===== config.mk =====
export PLATFORM = sky130hd
export DESIGN_NAME = word_concatenation_matcher
export DESIGN_NICKNAME = d
export VERILOG_FILES = /design/src/rtl/wcm_pkg.sv /design/src/rtl/word_concatenation_matcher.sv /design/src/rtl/wcm_ram.sv /design/src/rtl/wcm_mod_unit.sv
export SDC_FILE = /design/constraint.sdc
export NUM_CORES = 2
export LEC_CHECK = 0
export BUFFER_PORTS_ARGS = -buffer_cell sky130_fd_sc_hd__buf_2
export CORE_MARGIN = 3
export CORE_UTILIZATION = 45
export DETAILED_ROUTE_END_ITERATION = 8
export SETUP_SLACK_MARGIN = 0.2
export SLEW_MARGIN = 10
export SYNTH_ARGS = -nofsm -noshare
export SYNTH_HDL_FRONTEND = slang
export SYNTH_SLANG_ARGS = --single-unit

===== constraint.sdc =====
create_clock -name clock -period 32.6 [get_ports clock]
set_clock_uncertainty 0.1 [all_clocks]
set_input_delay 8.15 -clock clock [delete_from_list [all_inputs] [get_ports clock]]
set_output_delay 8.15 -clock clock [all_outputs]
set_load 0.03 [all_outputs]

===== src/rtl/wcm_pkg.sv =====
// Shared types, constants and helpers of the word concatenation matcher.
`timescale 1ns / 1ps
`default_nettype none
package wcm_pkg;

   localparam int MAX_WORD_LEN = 8;
   localparam int MAX_WORDS    = 16;
   localparam int PH_W         = $clog2(MAX_WORD_LEN);
   localparam int ENT_W        = $clog2(MAX_WORDS);
   localparam int NUM_W        = ENT_W + 1;
   localparam int SLOT_W       = PH_W + ENT_W;
   localparam int SLOTS        = MAX_WORD_LEN * MAX_WORDS;

   typedef enum logic [1:0] {
      ACT_CLEAR   = 2'd0,
      ACT_ADD     = 2'd1,
      ACT_TEXT    = 2'd2,
      ACT_RESTART = 2'd3
   } action_type;

   localparam logic [1:0] KIND_MATCH     = 2'd0;
   localparam logic [1:0] KIND_DICT_FULL = 2'd1;
   localparam logic [1:0] KIND_POS_SAT   = 2'd2;

   typedef enum logic [3:0] {
      S_IDLE,
      S_MOD,
      S_SEARCH,
      S_POP_RING,
      S_POP_CNT,
      S_POP_WR,
      S_PUSH_RD,
      S_PUSH_WR,
      S_CHECK,
      S_EMIT
   } state_type;

   typedef enum logic [1:0] {
      CTX_PRE,
      CTX_LOOP,
      CTX_FINAL
   } ctx_type;

   function automatic logic [3:0] eff_len(input logic [3:0] raw);
      logic [3:0] l;
      l = raw;
      if (l == 4'd0) l = 4'd1;
      if (l > 4'(MAX_WORD_LEN)) l = 4'(MAX_WORD_LEN);
      return l;
   endfunction

   function automatic logic [63:0] len_mask(input logic [3:0] l);
      logic [63:0] m;
      m = '0;
      for (int b = 0; b < 8; b++) begin
         if (4'(b) < l) m[8*b +: 8] = 8'hFF;
      end
      return m;
   endfunction

endpackage
`default_nettype wire


===== src/rtl/word_concatenation_matcher.sv =====
// Top level: dictionary, per-phase sliding windows and the sequencer that walks them.
// Add word: a dictionary scan, one dictionary entry compared per cycle. Text byte: if a
// word completes, the dictionary scan, the window pops, the push, a check and a result
// load follow; after a word_length write the remainder unit first recomputes the phase.
// One item at a time; req_tready is high only while the sequencer is idle.
// Synchronous active-high reset: empty dictionary and windows, word_length 1.
`timescale 1ns / 1ps
`default_nettype none
module word_concatenation_matcher
   import wcm_pkg::*;
(
   input  wire logic        clock,
   input  wire logic        reset,
   input  wire logic        req_tvalid,
   output logic             req_tready,
   input  wire logic [71:0] req_tdata,   // word_chars[63:0], text_char[71:64]
   input  wire logic [1:0]  req_tuser,   // action[1:0]
   output logic             rsp_tvalid,
   input  wire logic        rsp_tready,
   output logic [31:0]      rsp_tdata,   // start_index[31:0]
   output logic [1:0]       rsp_tuser,   // kind[1:0]
   input  wire logic        csr_valid,
   output logic             csr_ready,
   input  wire logic [3:0]  csr_data
);

   state_type state_ff, state_in;
   ctx_type   ctx_ff,   ctx_in;

   logic [3:0]       wlen_ff, wlen_in;
   logic [63:0]      dword_ff [MAX_WORDS];
   logic [63:0]      dword_in [MAX_WORDS];
   logic [NUM_W-1:0] need_ff  [MAX_WORDS];
   logic [NUM_W-1:0] need_in  [MAX_WORDS];
   logic [NUM_W-1:0] entries_ff, entries_in;
   logic [NUM_W-1:0] total_ff,   total_in;
   logic [63:0]      hist_ff,    hist_in;
   logic [31:0]      pos_ff,     pos_in;
   logic [ENT_W-1:0] head_ff [MAX_WORD_LEN];
   logic [ENT_W-1:0] head_in [MAX_WORD_LEN];
   logic [NUM_W-1:0] len_ff  [MAX_WORD_LEN];
   logic [NUM_W-1:0] len_in  [MAX_WORD_LEN];
   logic [31:0]      left_ff [MAX_WORD_LEN];
   logic [31:0]      left_in [MAX_WORD_LEN];
   logic [SLOTS-1:0] vld_ff, vld_in;
   logic [PH_W-1:0]  nxt_ph_ff, nxt_ph_in;
   logic [PH_W-1:0]  cur_ph_ff, cur_ph_in;
   logic             stale_ff,  stale_in;
   logic [31:0]      j_ff,      j_in;
   logic [63:0]      w_ff,      w_in;
   logic [ENT_W-1:0] idx_ff,    idx_in;
   logic [ENT_W-1:0] e_ff,      e_in;
   logic [ENT_W-1:0] pop_e_ff,  pop_e_in;
   logic [NUM_W-1:0] cnt_e_ff,  cnt_e_in;
   logic             op_add_ff, op_add_in;
   logic [1:0]       res_kind_ff, res_kind_in;
   logic [31:0]      res_idx_ff,  res_idx_in;
   logic             rsp_valid_ff, rsp_valid_in;
   logic [1:0]       rsp_kind_ff,  rsp_kind_in;
   logic [31:0]      rsp_idx_ff,   rsp_idx_in;

   logic [3:0]       l;
   logic             accept;
   action_type       act;
   logic [63:0]      new_hist;
   logic [31:0]      pos_inc;
   logic             hit, last;
   logic             emit_ok;
   logic [NUM_W-1:0] cnt_old;
   logic             mod_start, mod_done;
   logic [PH_W-1:0]  mod_rem;

   logic             cnt_we, ring_we;
   logic [SLOT_W-1:0] cnt_waddr, cnt_raddr, ring_waddr, ring_raddr;
   logic [NUM_W-1:0] cnt_wdata, cnt_rdata;
   logic [ENT_W-1:0] ring_wdata, ring_rdata;

   function automatic logic [PH_W-1:0] ph_wrap(input logic [PH_W-1:0] ph,
                                               input logic [3:0] len);
      logic [3:0] n;
      n = 4'(ph) + 4'd1;
      return (n == len) ? '0 : PH_W'(n);
   endfunction

   assign l          = eff_len(wlen_ff);
   assign req_tready = (state_ff == S_IDLE);
   assign csr_ready  = 1'b1;
   assign accept     = req_tvalid && req_tready;
   assign act        = action_type'(req_tuser);
   assign new_hist   = {req_tdata[71:64], hist_ff[63:8]};
   assign pos_inc    = pos_ff + 32'd1;
   assign hit        = (entries_ff != '0) && (dword_ff[idx_ff] == w_ff);
   assign last       = (entries_ff == '0) || ((NUM_W'(idx_ff) + NUM_W'(1)) == entries_ff);
   assign emit_ok    = !rsp_valid_ff || rsp_tready;
   assign cnt_old    = vld_ff[{cur_ph_ff, (state_ff == S_POP_WR) ? pop_e_ff : e_ff}]
                       ? cnt_rdata : '0;

   assign rsp_tvalid = rsp_valid_ff;
   assign rsp_tuser  = rsp_kind_ff;
   assign rsp_tdata  = rsp_idx_ff;

   wcm_mod_unit u_mod (
      .clock    (clock),
      .reset    (reset),
      .start    (mod_start),
      .dividend (j_in),
      .divisor  (l),
      .done     (mod_done),
      .rem      (mod_rem)
   );

   wcm_ram #(.WIDTH(NUM_W), .DEPTH(SLOTS)) u_counts (
      .clock (clock),
      .we    (cnt_we),
      .waddr (cnt_waddr),
      .wdata (cnt_wdata),
      .raddr (cnt_raddr),
      .rdata (cnt_rdata)
   );

   wcm_ram #(.WIDTH(ENT_W), .DEPTH(SLOTS)) u_ring (
      .clock (clock),
      .we    (ring_we),
      .waddr (ring_waddr),
      .wdata (ring_wdata),
      .raddr (ring_raddr),
      .rdata (ring_rdata)
   );

   // next state
   always_comb begin
      state_in = state_ff;
      unique case (state_ff)
         S_IDLE: begin
            if (accept) begin
               priority case (act)
                  ACT_ADD: state_in = (total_ff >= NUM_W'(MAX_WORDS)) ? S_EMIT : S_SEARCH;
                  ACT_TEXT: begin
                     if (pos_ff == '1) state_in = S_EMIT;
                     else if (pos_inc >= 32'(l)) state_in = stale_ff ? S_MOD : S_SEARCH;
                  end
                  default: state_in = S_IDLE;
               endcase
            end
         end
         S_MOD:      if (mod_done) state_in = S_SEARCH;
         S_SEARCH: begin
            if (hit) begin
               if (op_add_ff) state_in = S_IDLE;
               else state_in = len_ff[cur_ph_ff][ENT_W] ? S_POP_RING : S_PUSH_RD;
            end else if (last) begin
               state_in = S_IDLE;
            end
         end
         S_POP_RING: state_in = S_POP_CNT;
         S_POP_CNT:  state_in = S_POP_WR;
         S_POP_WR: begin
            unique case (ctx_ff)
               CTX_PRE:  state_in = S_PUSH_RD;
               CTX_LOOP: state_in = S_CHECK;
               default:  state_in = S_IDLE;
            endcase
         end
         S_PUSH_RD:  state_in = S_PUSH_WR;
         S_PUSH_WR:  state_in = S_CHECK;
         S_CHECK: begin
            if (cnt_e_ff > need_ff[e_ff] && len_ff[cur_ph_ff] != '0) state_in = S_POP_RING;
            else if (total_ff != '0 && len_ff[cur_ph_ff] == total_ff) state_in = S_EMIT;
            else state_in = S_IDLE;
         end
         S_EMIT: begin
            if (emit_ok) state_in = (ctx_ff == CTX_FINAL) ? S_POP_RING : S_IDLE;
         end
         default: state_in = S_IDLE;
      endcase
   end

   // datapath
   always_comb begin
      wlen_in     = wlen_ff;
      dword_in    = dword_ff;
      need_in     = need_ff;
      entries_in  = entries_ff;
      total_in    = total_ff;
      hist_in     = hist_ff;
      pos_in      = pos_ff;
      head_in     = head_ff;
      len_in      = len_ff;
      left_in     = left_ff;
      vld_in      = vld_ff;
      nxt_ph_in   = nxt_ph_ff;
      cur_ph_in   = cur_ph_ff;
      stale_in    = stale_ff;
      j_in        = j_ff;
      w_in        = w_ff;
      idx_in      = idx_ff;
      e_in        = e_ff;
      pop_e_in    = pop_e_ff;
      cnt_e_in    = cnt_e_ff;
      op_add_in   = op_add_ff;
      ctx_in      = ctx_ff;
      res_kind_in = res_kind_ff;
      res_idx_in  = res_idx_ff;
      rsp_kind_in = rsp_kind_ff;
      rsp_idx_in  = rsp_idx_ff;
      rsp_valid_in = rsp_valid_ff && !rsp_tready;
      mod_start   = 1'b0;
      cnt_we      = 1'b0;
      cnt_waddr   = {cur_ph_ff, pop_e_ff};
      cnt_wdata   = '0;
      cnt_raddr   = {cur_ph_ff, e_ff};
      ring_we     = 1'b0;
      ring_waddr  = {cur_ph_ff, ENT_W'(head_ff[cur_ph_ff] + len_ff[cur_ph_ff][ENT_W-1:0])};
      ring_wdata  = e_ff;
      ring_raddr  = {cur_ph_ff, head_ff[cur_ph_ff]};

      unique case (state_ff)
         S_IDLE: begin
            if (accept) begin
               idx_in = '0;
               ctx_in = CTX_PRE;
               unique case (act)
                  ACT_CLEAR, ACT_RESTART: begin
                     if (act == ACT_CLEAR) begin
                        for (int k = 0; k < MAX_WORDS; k++) need_in[k] = '0;
                        entries_in = '0;
                        total_in   = '0;
                     end
                     hist_in   = '0;
                     pos_in    = '0;
                     vld_in    = '0;
                     nxt_ph_in = '0;
                     stale_in  = 1'b0;
                     for (int p = 0; p < MAX_WORD_LEN; p++) begin
                        head_in[p] = '0;
                        len_in[p]  = '0;
                        left_in[p] = 32'(p);
                     end
                  end
                  ACT_ADD: begin
                     op_add_in   = 1'b1;
                     w_in        = req_tdata[63:0] & len_mask(l);
                     res_kind_in = KIND_DICT_FULL;
                     res_idx_in  = '0;
                  end
                  ACT_TEXT: begin
                     op_add_in   = 1'b0;
                     res_kind_in = KIND_POS_SAT;
                     res_idx_in  = '0;
                     if (pos_ff != '1) begin
                        hist_in = new_hist;
                        pos_in  = pos_inc;
                        j_in    = pos_inc - 32'(l);
                        w_in    = new_hist >> {3'(4'd8 - l), 3'b000};
                        if (pos_inc >= 32'(l)) begin
                           if (stale_ff) begin
                              mod_start = 1'b1;
                           end else begin
                              cur_ph_in = nxt_ph_ff;
                              nxt_ph_in = ph_wrap(nxt_ph_ff, l);
                           end
                        end
                     end
                  end
                  default: ;
               endcase
            end
         end
         S_MOD: begin
            if (mod_done) begin
               cur_ph_in = mod_rem;
               nxt_ph_in = ph_wrap(mod_rem, l);
               stale_in  = 1'b0;
            end
         end
         S_SEARCH: begin
            if (hit) begin
               if (op_add_ff) begin
                  need_in[idx_ff] = need_ff[idx_ff] + NUM_W'(1);
                  total_in        = total_ff + NUM_W'(1);
               end else begin
                  e_in = idx_ff;
               end
            end else if (last) begin
               if (op_add_ff) begin
                  dword_in[entries_ff[ENT_W-1:0]] = w_ff;
                  need_in[entries_ff[ENT_W-1:0]]  = NUM_W'(1);
                  entries_in = entries_ff + NUM_W'(1);
                  total_in   = total_ff + NUM_W'(1);
               end else begin
                  for (int k = 0; k < MAX_WORDS; k++) vld_in[{cur_ph_ff, ENT_W'(k)}] = 1'b0;
                  head_in[cur_ph_ff] = '0;
                  len_in[cur_ph_ff]  = '0;
                  left_in[cur_ph_ff] = j_ff + 32'(l);
               end
            end else begin
               idx_in = idx_ff + ENT_W'(1);
            end
         end
         S_POP_RING: ;
         S_POP_CNT: begin
            pop_e_in  = ring_rdata;
            cnt_raddr = {cur_ph_ff, ring_rdata};
         end
         S_POP_WR: begin
            cnt_we    = 1'b1;
            cnt_waddr = {cur_ph_ff, pop_e_ff};
            cnt_wdata = (cnt_old != '0) ? cnt_old - NUM_W'(1) : '0;
            vld_in[{cur_ph_ff, pop_e_ff}] = 1'b1;
            if (pop_e_ff == e_ff) cnt_e_in = cnt_wdata;
            head_in[cur_ph_ff] = head_ff[cur_ph_ff] + ENT_W'(1);
            len_in[cur_ph_ff]  = len_ff[cur_ph_ff] - NUM_W'(1);
            left_in[cur_ph_ff] = left_ff[cur_ph_ff] + 32'(l);
         end
         S_PUSH_RD: begin
            ring_we   = 1'b1;
            cnt_raddr = {cur_ph_ff, e_ff};
         end
         S_PUSH_WR: begin
            cnt_we    = 1'b1;
            cnt_waddr = {cur_ph_ff, e_ff};
            cnt_wdata = cnt_old + NUM_W'(1);
            vld_in[{cur_ph_ff, e_ff}] = 1'b1;
            cnt_e_in  = cnt_wdata;
            len_in[cur_ph_ff] = len_ff[cur_ph_ff] + NUM_W'(1);
         end
         S_CHECK: begin
            if (cnt_e_ff > need_ff[e_ff] && len_ff[cur_ph_ff] != '0) begin
               ctx_in = CTX_LOOP;
            end else begin
               ctx_in      = CTX_FINAL;
               res_kind_in = KIND_MATCH;
               res_idx_in  = left_ff[cur_ph_ff];
            end
         end
         S_EMIT: begin
            if (emit_ok) begin
               rsp_valid_in = 1'b1;
               rsp_kind_in  = res_kind_ff;
               rsp_idx_in   = res_idx_ff;
            end
         end
         default: ;
      endcase

      if (csr_valid) begin
         wlen_in  = csr_data;
         stale_in = 1'b1;
      end
   end

   always_ff @(posedge clock) begin
      dword_ff    <= dword_in;
      hist_ff     <= hist_in;
      j_ff        <= j_in;
      w_ff        <= w_in;
      idx_ff      <= idx_in;
      e_ff        <= e_in;
      pop_e_ff    <= pop_e_in;
      cnt_e_ff    <= cnt_e_in;
      op_add_ff   <= op_add_in;
      res_kind_ff <= res_kind_in;
      res_idx_ff  <= res_idx_in;
      rsp_kind_ff <= rsp_kind_in;
      rsp_idx_ff  <= rsp_idx_in;
      if (reset) begin
         state_ff     <= S_IDLE;
         ctx_ff       <= CTX_PRE;
         wlen_ff      <= 4'd1;
         for (int k = 0; k < MAX_WORDS; k++) need_ff[k] <= '0;
         entries_ff   <= '0;
         total_ff     <= '0;
         pos_ff       <= '0;
         for (int p = 0; p < MAX_WORD_LEN; p++) begin
            head_ff[p] <= '0;
            len_ff[p]  <= '0;
            left_ff[p] <= 32'(p);
         end
         vld_ff       <= '0;
         nxt_ph_ff    <= '0;
         cur_ph_ff    <= '0;
         stale_ff     <= 1'b0;
         rsp_valid_ff <= 1'b0;
      end else begin
         state_ff     <= state_in;
         ctx_ff       <= ctx_in;
         wlen_ff      <= wlen_in;
         need_ff      <= need_in;
         entries_ff   <= entries_in;
         total_ff     <= total_in;
         pos_ff       <= pos_in;
         head_ff      <= head_in;
         len_ff       <= len_in;
         left_ff      <= left_in;
         vld_ff       <= vld_in;
         nxt_ph_ff    <= nxt_ph_in;
         cur_ph_ff    <= cur_ph_in;
         stale_ff     <= stale_in;
         rsp_valid_ff <= rsp_valid_in;
      end
   end

   a_entries_le_total: assert property (@(posedge clock) disable iff (reset)
      entries_ff <= total_ff)
      else $error("distinct entries exceed total words");

   a_window_bound: assert property (@(posedge clock) disable iff (reset)
      len_ff[cur_ph_ff] <= NUM_W'(MAX_WORDS))
      else $error("phase window longer than dictionary capacity");

   a_pop_nonempty: assert property (@(posedge clock) disable iff (reset)
      state_ff == S_POP_WR |-> len_ff[cur_ph_ff] != '0)
      else $error("pop from empty window");

   a_mod_done_in_mod: assert property (@(posedge clock) disable iff (reset)
      mod_done |-> state_ff == S_MOD)
      else $error("remainder unit finished outside its wait state");

endmodule
`default_nettype wire


===== src/rtl/wcm_ram.sv =====
// Generic single-write, single-read RAM with registered read data.
`timescale 1ns / 1ps
`default_nettype none
module wcm_ram #(
   parameter int WIDTH = 8,
   parameter int DEPTH = 16
) (
   input  wire logic                     clock,
   input  wire logic                     we,
   input  wire logic [$clog2(DEPTH)-1:0] waddr,
   input  wire logic [WIDTH-1:0]         wdata,
   input  wire logic [$clog2(DEPTH)-1:0] raddr,
   output logic      [WIDTH-1:0]         rdata
);

   logic [WIDTH-1:0] mem [DEPTH];
   logic [WIDTH-1:0] rdata_ff;

   always_ff @(posedge clock) begin
      if (we) mem[waddr] <= wdata;
      rdata_ff <= mem[raddr];
   end

   assign rdata = rdata_ff;

endmodule
`default_nettype wire


===== src/rtl/wcm_mod_unit.sv =====
// Bit-serial remainder of a 32-bit index by the word length.
`timescale 1ns / 1ps
`default_nettype none
module wcm_mod_unit
   import wcm_pkg::*;
(
   input  wire logic            clock,
   input  wire logic            reset,
   input  wire logic            start,
   input  wire logic [31:0]     dividend,
   input  wire logic [3:0]      divisor,
   output logic                 done,
   output logic [PH_W-1:0]      rem
);

   logic [31:0]     sh_ff,   sh_in;
   logic [PH_W-1:0] rem_ff,  rem_in;
   logic [4:0]      cnt_ff,  cnt_in;
   logic            busy_ff, busy_in;
   logic            done_ff, done_in;
   logic [PH_W:0]   trial;

   always_comb begin
      sh_in   = sh_ff;
      rem_in  = rem_ff;
      cnt_in  = cnt_ff;
      busy_in = busy_ff;
      done_in = 1'b0;
      trial   = {rem_ff, sh_ff[31]};
      if (start) begin
         sh_in   = dividend;
         rem_in  = '0;
         cnt_in  = '0;
         busy_in = 1'b1;
      end else if (busy_ff) begin
         sh_in  = {sh_ff[30:0], 1'b0};
         if ((PH_W+1)'(divisor) <= trial) rem_in = PH_W'(trial - (PH_W+1)'(divisor));
         else rem_in = PH_W'(trial);
         cnt_in = cnt_ff + 5'd1;
         if (cnt_ff == 5'd31) begin
            busy_in = 1'b0;
            done_in = 1'b1;
         end
      end
   end

   always_ff @(posedge clock) begin
      sh_ff  <= sh_in;
      rem_ff <= rem_in;
      cnt_ff <= cnt_in;
      if (reset) begin
         busy_ff <= 1'b0;
         done_ff <= 1'b0;
      end else begin
         busy_ff <= busy_in;
         done_ff <= done_in;
      end
   end

   assign done = done_ff;
   assign rem  = rem_ff;

endmodule
`default_nettype wire

Word level (Yosys, flattened, before mapping). Memory sizes are Yosys's and may differ from the RTL's. A register that Yosys moved wholly into a read port is not among the register bits. Index checks and enable logic that the tools add are counted.

Register bits after elaboration: 1908. Bits in writable memories: 1152. Input port bits: 83. Output and inout bits: 37. Logic and storage cells: 584. Memories kept: 2.

Memory list: u_counts.mem (words 128, width 5, rd ports 1, clocked after memory_dff 1, write ports 1, RTL line wcm_ram.sv:16) `logic [WIDTH-1:0] mem [DEPTH];`; u_ring.mem (words 128, width 4, rd ports 1, clocked after memory_dff 1, write ports 1, RTL line wcm_ram.sv:16).

Add/subtract/negate cells: 20. Magnitude comparators: 57. Eq/ne operators: 53. Shift-type cells: 1. Mux-type cells: 245. Bitwise gates (word level): 49. Reductions and logical operators: 73.

Operator list (number): bitwise AND 128 bit (16); 2-to-1 mux 256 bit (5); bitwise mux 1024 bit (1); one-hot mux 256 bit (3 select lines) (1); 2-to-1 mux 128 bit (5); 2-to-1 mux 32 bit (18); 2-to-1 mux 80 bit (7); bitwise mux 256 bit (2); one-hot mux 128 bit (4 select lines) (1); 2-to-1 mux 64 bit (5); binary-select mux 64 bit (select 4 bit) (1); demux 64 bit (select 4 bit) (1); 2-to-1 mux 8 bit (32); bitwise OR 128 bit (2); one-hot mux 64 bit (2 select lines) (2); 2-to-1 mux 40 bit (5); one-hot mux 40 bit (4 select lines) (1); one-hot mux 80 bit (2 select lines) (1); less-than comparator 7 x 8 -> 1 bit, second input constant (19); bitwise AND 64 bit (2); NOT 113 -> 128 bit (1); NOT 114 -> 128 bit (1); NOT 115 -> 128 bit (1); NOT 116 -> 128 bit (1); other kinds (108) (367).

Logic depth before layout (Yosys ltp).
Word-level depth: 25. Gate-level depth with buffers: 22. Depth with buffers taken out: 17.

By module. Synthesis repeated with hierarchy kept, for this count alone.

Cells, all modules: 8973. Area total of the unflattened synthesis: 132957.5 µm².

By module, submodules not included: word_concatenation_matcher (instances 1, cells each 6839, area an instance 85727.2 µm², seq. area each 49507.5 µm²); wcm_ram (u_counts) (instances 1, cells each 1089, area an instance 25070.3 µm², seq. area each 19318.5 µm²); wcm_ram (u_ring) (instances 1, cells each 908, area an instance 20193.1 µm², seq. area each 15454.8 µm²); wcm_mod_unit (instances 1, cells each 137, area an instance 1966.9 µm², seq. area each 1161.1 µm²).

Least setup slack after synthesis. Ideal clock, no wire load.

Path type: input -> register. Start point: input port req_tuser[0]. End point: register w_ff[0], enable pin. Setup time: 486 ps. Data arrival time: 11788 ps. Data required time: 32014 ps. Path slack: 20226 ps. Stages on the path: 6. Path buffers: 2. Cell sequence: inv_1 -> ha_1 -> clkbuf_1 -> clkbuf_1 -> nor2_1 -> nor2_1.

Word-level cells in the longest chain between the ends: 3. Elaborated cells on any way between the ends: 5. Classes of those cells: 3 x eq/ne; 2 x reduce/logical.

RTL lines: from (decl) (RTL line word_concatenation_matcher.sv:17) `input wire logic [1:0] req_tuser,`; equality test 2 bit or equality test 2 x 1 -> 1 bit (tied branches) (RTL line word_concatenation_matcher.sv:222) `unique case (act)`; inequality test 2 bit (no source line) or nonzero test 2 bit (tied branches); AND reduction 4 bit (no source line) *; to (signal assigned) (RTL line word_concatenation_matcher.sv:356) `w_ff <= w_in;`; to (decl) (RTL line word_concatenation_matcher.sv:50) `logic [63:0] w_ff, w_in;`.

Every way passes the cells marked *; elsewhere a longest branch is shown, timed or not. A chain may end at the register's enable or synchronous reset.

Worst setup path after layout.
Start point: register state_ff[3]. End point: output port req_tready.

Word-level cells in the longest chain between the ends: 1.

RTL lines: from (decl) (RTL line word_concatenation_matcher.sv:27) `state_type state_ff, state_in;`; from (signal assigned) (RTL line word_concatenation_matcher.sv:385) `state_ff <= state_in;`; logical NOT 4 bit (RTL line word_concatenation_matcher.sv:86) `assign req_tready = (state_ff == S_IDLE);`; to (decl) (RTL line word_concatenation_matcher.sv:15) `output logic req_tready,`.

No other way between the ends.

==> impl_metrics.tcl <==
set metrics [dict create \
    p_int_w 0.00665 \
    p_sw_w 0.00222 \
    cts.reportedPaths.clkPinSlew_ns 0.06 \
    grt_max_degree 196 \
    cp_max_fo 16 \
    drv_cap 0 \
    seqPwrFrac_pct 48.5 \
    synth_flop_cell "edfxtp_1" \
    cts_root_buffer "clkbuf_16" \
    fin_ws_ns 21.10 \
    avgViaCountPerCell 6.34 \
    port_buffers 118 \
    routedWlPerCell_um 29.0 \
    report.power.total_w 0.00887 \
    fmax_ghz 0.0870 \
    die_x_um 552 \
    finalSetupViolCount 0 \
    initial_core_util_pct 45.4 \
    grt_pass1_vias 87100 \
    drt_pass1_iterations 7 \
    core_sq_um 295000 \
    synth-async-reset-ratio_pct 0 \
    tritoncts "built" \
    synth_area_per_cell_sq_um 13.5 \
    r2r_start "idx_ff[1]" \
    vias 89100 \
    hold_viol_final 0 \
    first_iter_violations 10500 \
    track_usage_pct 26.1 \
    layout-drive-gt1-share_pct 15.5 \
    synth_warnings 0 \
    synth_cell_types 113 \
    hold_start "res_kind_ff[0]" \
    ant_nets 0 \
    leakage_nw 46.9 \
    rsz0062_at_grt "no" \
    gp_congestion 0.918 \
    netlist_area_sq_um 134000 \
    top_level_ports 120 \
    hold_path.class "reg2reg" \
    gr-total-overflow 0 \
    p_per_area_nw_per_um2 59.5 \
    critPathArrivalTime_ns 3.25 \
    cts_sinks 3061 \
    ir_drop_mv 0.0459 \
    outcome "completed" \
    ys_ff_latch 3061 \
    area_growth_pct 11.4 \
    cts_hold_buf 0 \
    crit_start "state_ff[3]" \
    setup-tns-final_ns 0 \
    swShare_pct 25.0 \
    clk-insertion-delay-late_ns 0.94 \
    crit_path_end_kind "primary output" \
    netlist_instances 9921 \
    pre_cts_ws_ns 20.54 \
    ys_seq_area_share_pct 63.8 \
    grt_first_pass_wirelength_um 594000 \
    post-route-period-util_pct 35.3 \
    numCtsBuffers 326 \
    crit_path_start_kind "register" \
    clkPwrFrac_pct 42.1 \
    post-cts-setup-buffers 0 \
    finalInstanceArea_sq_um 149000 \
    antenna_found_initial 11 \
    cp.required_ns 24.35 \
    route.detailed.drc 0 \
    wl_um 407000 \
    critical_path_class "reg2out" \
    htreeDepth 5 \
    cts_max_path_buffers 4 \
    place_area_sq_um 138000 \
    slew_violations 0 \
    rows 199 \
    post-route-min-period_ns 11.50 \
    dp_hpwl_um 249000 \
    nets 9994 \
    synth_edf_count 2414 \
    dieArea_sq_um 304000 \
    p_comb_share_pct 9.4 \
    slew_headroom_pct 13.7 \
    tightest_slew_ns 1.29 \
    fin_hold_ws_ns 0.313 \
    syn_nets 10100 \
    die_h_um 552 \
    cts_resized 0 \
]
-- layout by cell type (no fill, tap or decap), types with 59 or more instances in the layout --
cell | synthesis | layout
a211oi_1 | 102 | 101
a21oi_1 | 272 | 270
a221oi_1 | 131 | 131
a221oi_2 | 59 | 59
a22o_1 | 91 | 91
a22oi_1 | 76 | 76
a311oi_1 | 150 | 150
a31oi_1 | 149 | 148
and2_1 | 95 | 94
and3_1 | 96 | 91
buf_2 | 104 | 117
buf_4 | 55 | 215
clkbuf_1 | 472 | 78
clkbuf_16 | 0 | 336
clkinv_1 | 2 | 62
dfxtp_1 | 647 | 644
edfxtp_1 | 2414 | 2414
inv_1 | 396 | 390
mux2_2 | 106 | 106
mux2i_1 | 382 | 375
mux4_2 | 421 | 421
nand2_1 | 997 | 994
nand3_1 | 356 | 355
nand4_1 | 64 | 64
nor2_1 | 618 | 594
nor2b_1 | 67 | 64
nor3_1 | 73 | 71
o21ai_0 | 220 | 218
o22ai_1 | 153 | 152
o32ai_1 | 119 | 118
xnor2_1 | 124 | 124
xor2_1 | 69 | 69
-- per-layer routing --
layer	up-vias	share of wire [%]	GRT usage, %
li1	38300	-	-
met1	45500	41	36.6
met2	4426	47	41.4
met3	858	8.4	3.92
met4	4	3.9	9.61
met5	-	0.0052	0
-- flip-flops by register name (all words and copies together), names as in the netlist, 32 cells and up --
name and flops:
rsp_tdata 32, w_ff 64, left_ff 256, head_ff 32
u_counts.mem 640, vld_ff 128, u_mod.sh_ff 32, need_ff 80
hist_ff 56, pos_ff 32, res_idx_ff 32, len_ff 40
j_ff 32, u_ring.mem 512, dword_ff 1024
-- cells in the mapped netlist (all sizes together) (35+ instances only) --
cell | number | area [sq um]
a211oi | 102 | 766
nand4 | 66 | 425
o22ai | 153 | 957
mux2i | 382 | 3820
clkbuf | 473 | 1780
edfxtp | 2414 | 72500
o221ai | 35 | 307
a221oi | 190 | 2030
mux2 | 107 | 1200
dfxtp | 647 | 13000
o32ai | 127 | 1170
xor2 | 69 | 604
nand2 | 997 | 3740
nor2 | 621 | 2340
xnor2 | 124 | 1090
o21ai | 230 | 1170
nor2b | 67 | 419
nand2b | 39 | 244
and3 | 96 | 601
nor4 | 46 | 328
a22o | 91 | 797
nor3 | 74 | 382
a21oi | 275 | 1400
nand3 | 356 | 1780
a311oi | 150 | 1310
buf | 263 | 1570
ha | 53 | 663
mux4 | 421 | 9480
and2 | 104 | 651
a22oi | 76 | 571
inv | 399 | 1500
a31oi | 151 | 966
-- per-stage QoR --
| step | cells | util [%] |
|---|---|---|
| global placement | 13400 | 46.9 |
| detailed placement | 13400 | 46.9 |
| finish | 14000 | 50.6 |
| global route | 14000 | 50.6 |
| CTS | 14000 | 50.5 |
| floorplan | 9921 | - |
-- power groups by stage --
stage	Sequential [W]	Combinational, W	Clock, W
2_1_floorplan	0.00436	0.000539	0
3_3_place_gp	0.00438	0.000805	0
3_5_place_dp	0.00439	0.000818	0
4_1_cts	0.00430	0.000821	0.00378
5_1_grt	0.00431	0.000885	0.00394
6_report	0.00431	0.000832	0.00373
-- final cells by class --
type                    instances  area [sq um]
diodes                          6          15.0
repair buffers                340          2350
flip-flops and latches       3061         85500
clock inverters               152          1700
multi-input cells            5723         44200
well taps                    3919          4900
clock buffers                 438          9030
inverters                     401          1520
fillers                     24800        146000
-- kinds of logic after synthesis --
| family | share of synthesized area (%) |
|---|---|
| xor gates and xnor gates | 1.26 |
| adders and majority gates | 0.570 |
| other | 0.00280 |
| AOI/OAI and AO/OA | 10.9 |
| DFF | 63.8 |
| buffers and inverters | 3.62 |
| muxes | 10.8 |
| and+or+nand+nor | 9.03 |
-- worst max-delay path: stages, from the launching register on --
cell and delay (ns):
dfxtp_1 0.53, nor2_1 0.84, nand2_1 0.33, clkinv_1 0.29
buf_2 0.34
-- final timing paths --
check	end	cells after the start	slack, ns
max	req_tready	4	21.10
max reg2reg	need_ff[54]	15	23.62
min	rsp_tuser[0]	0	0.31
min reg2reg	rsp_tuser[0]	0	0.31
Note: power is estimated with default switching activity, not from simulation.
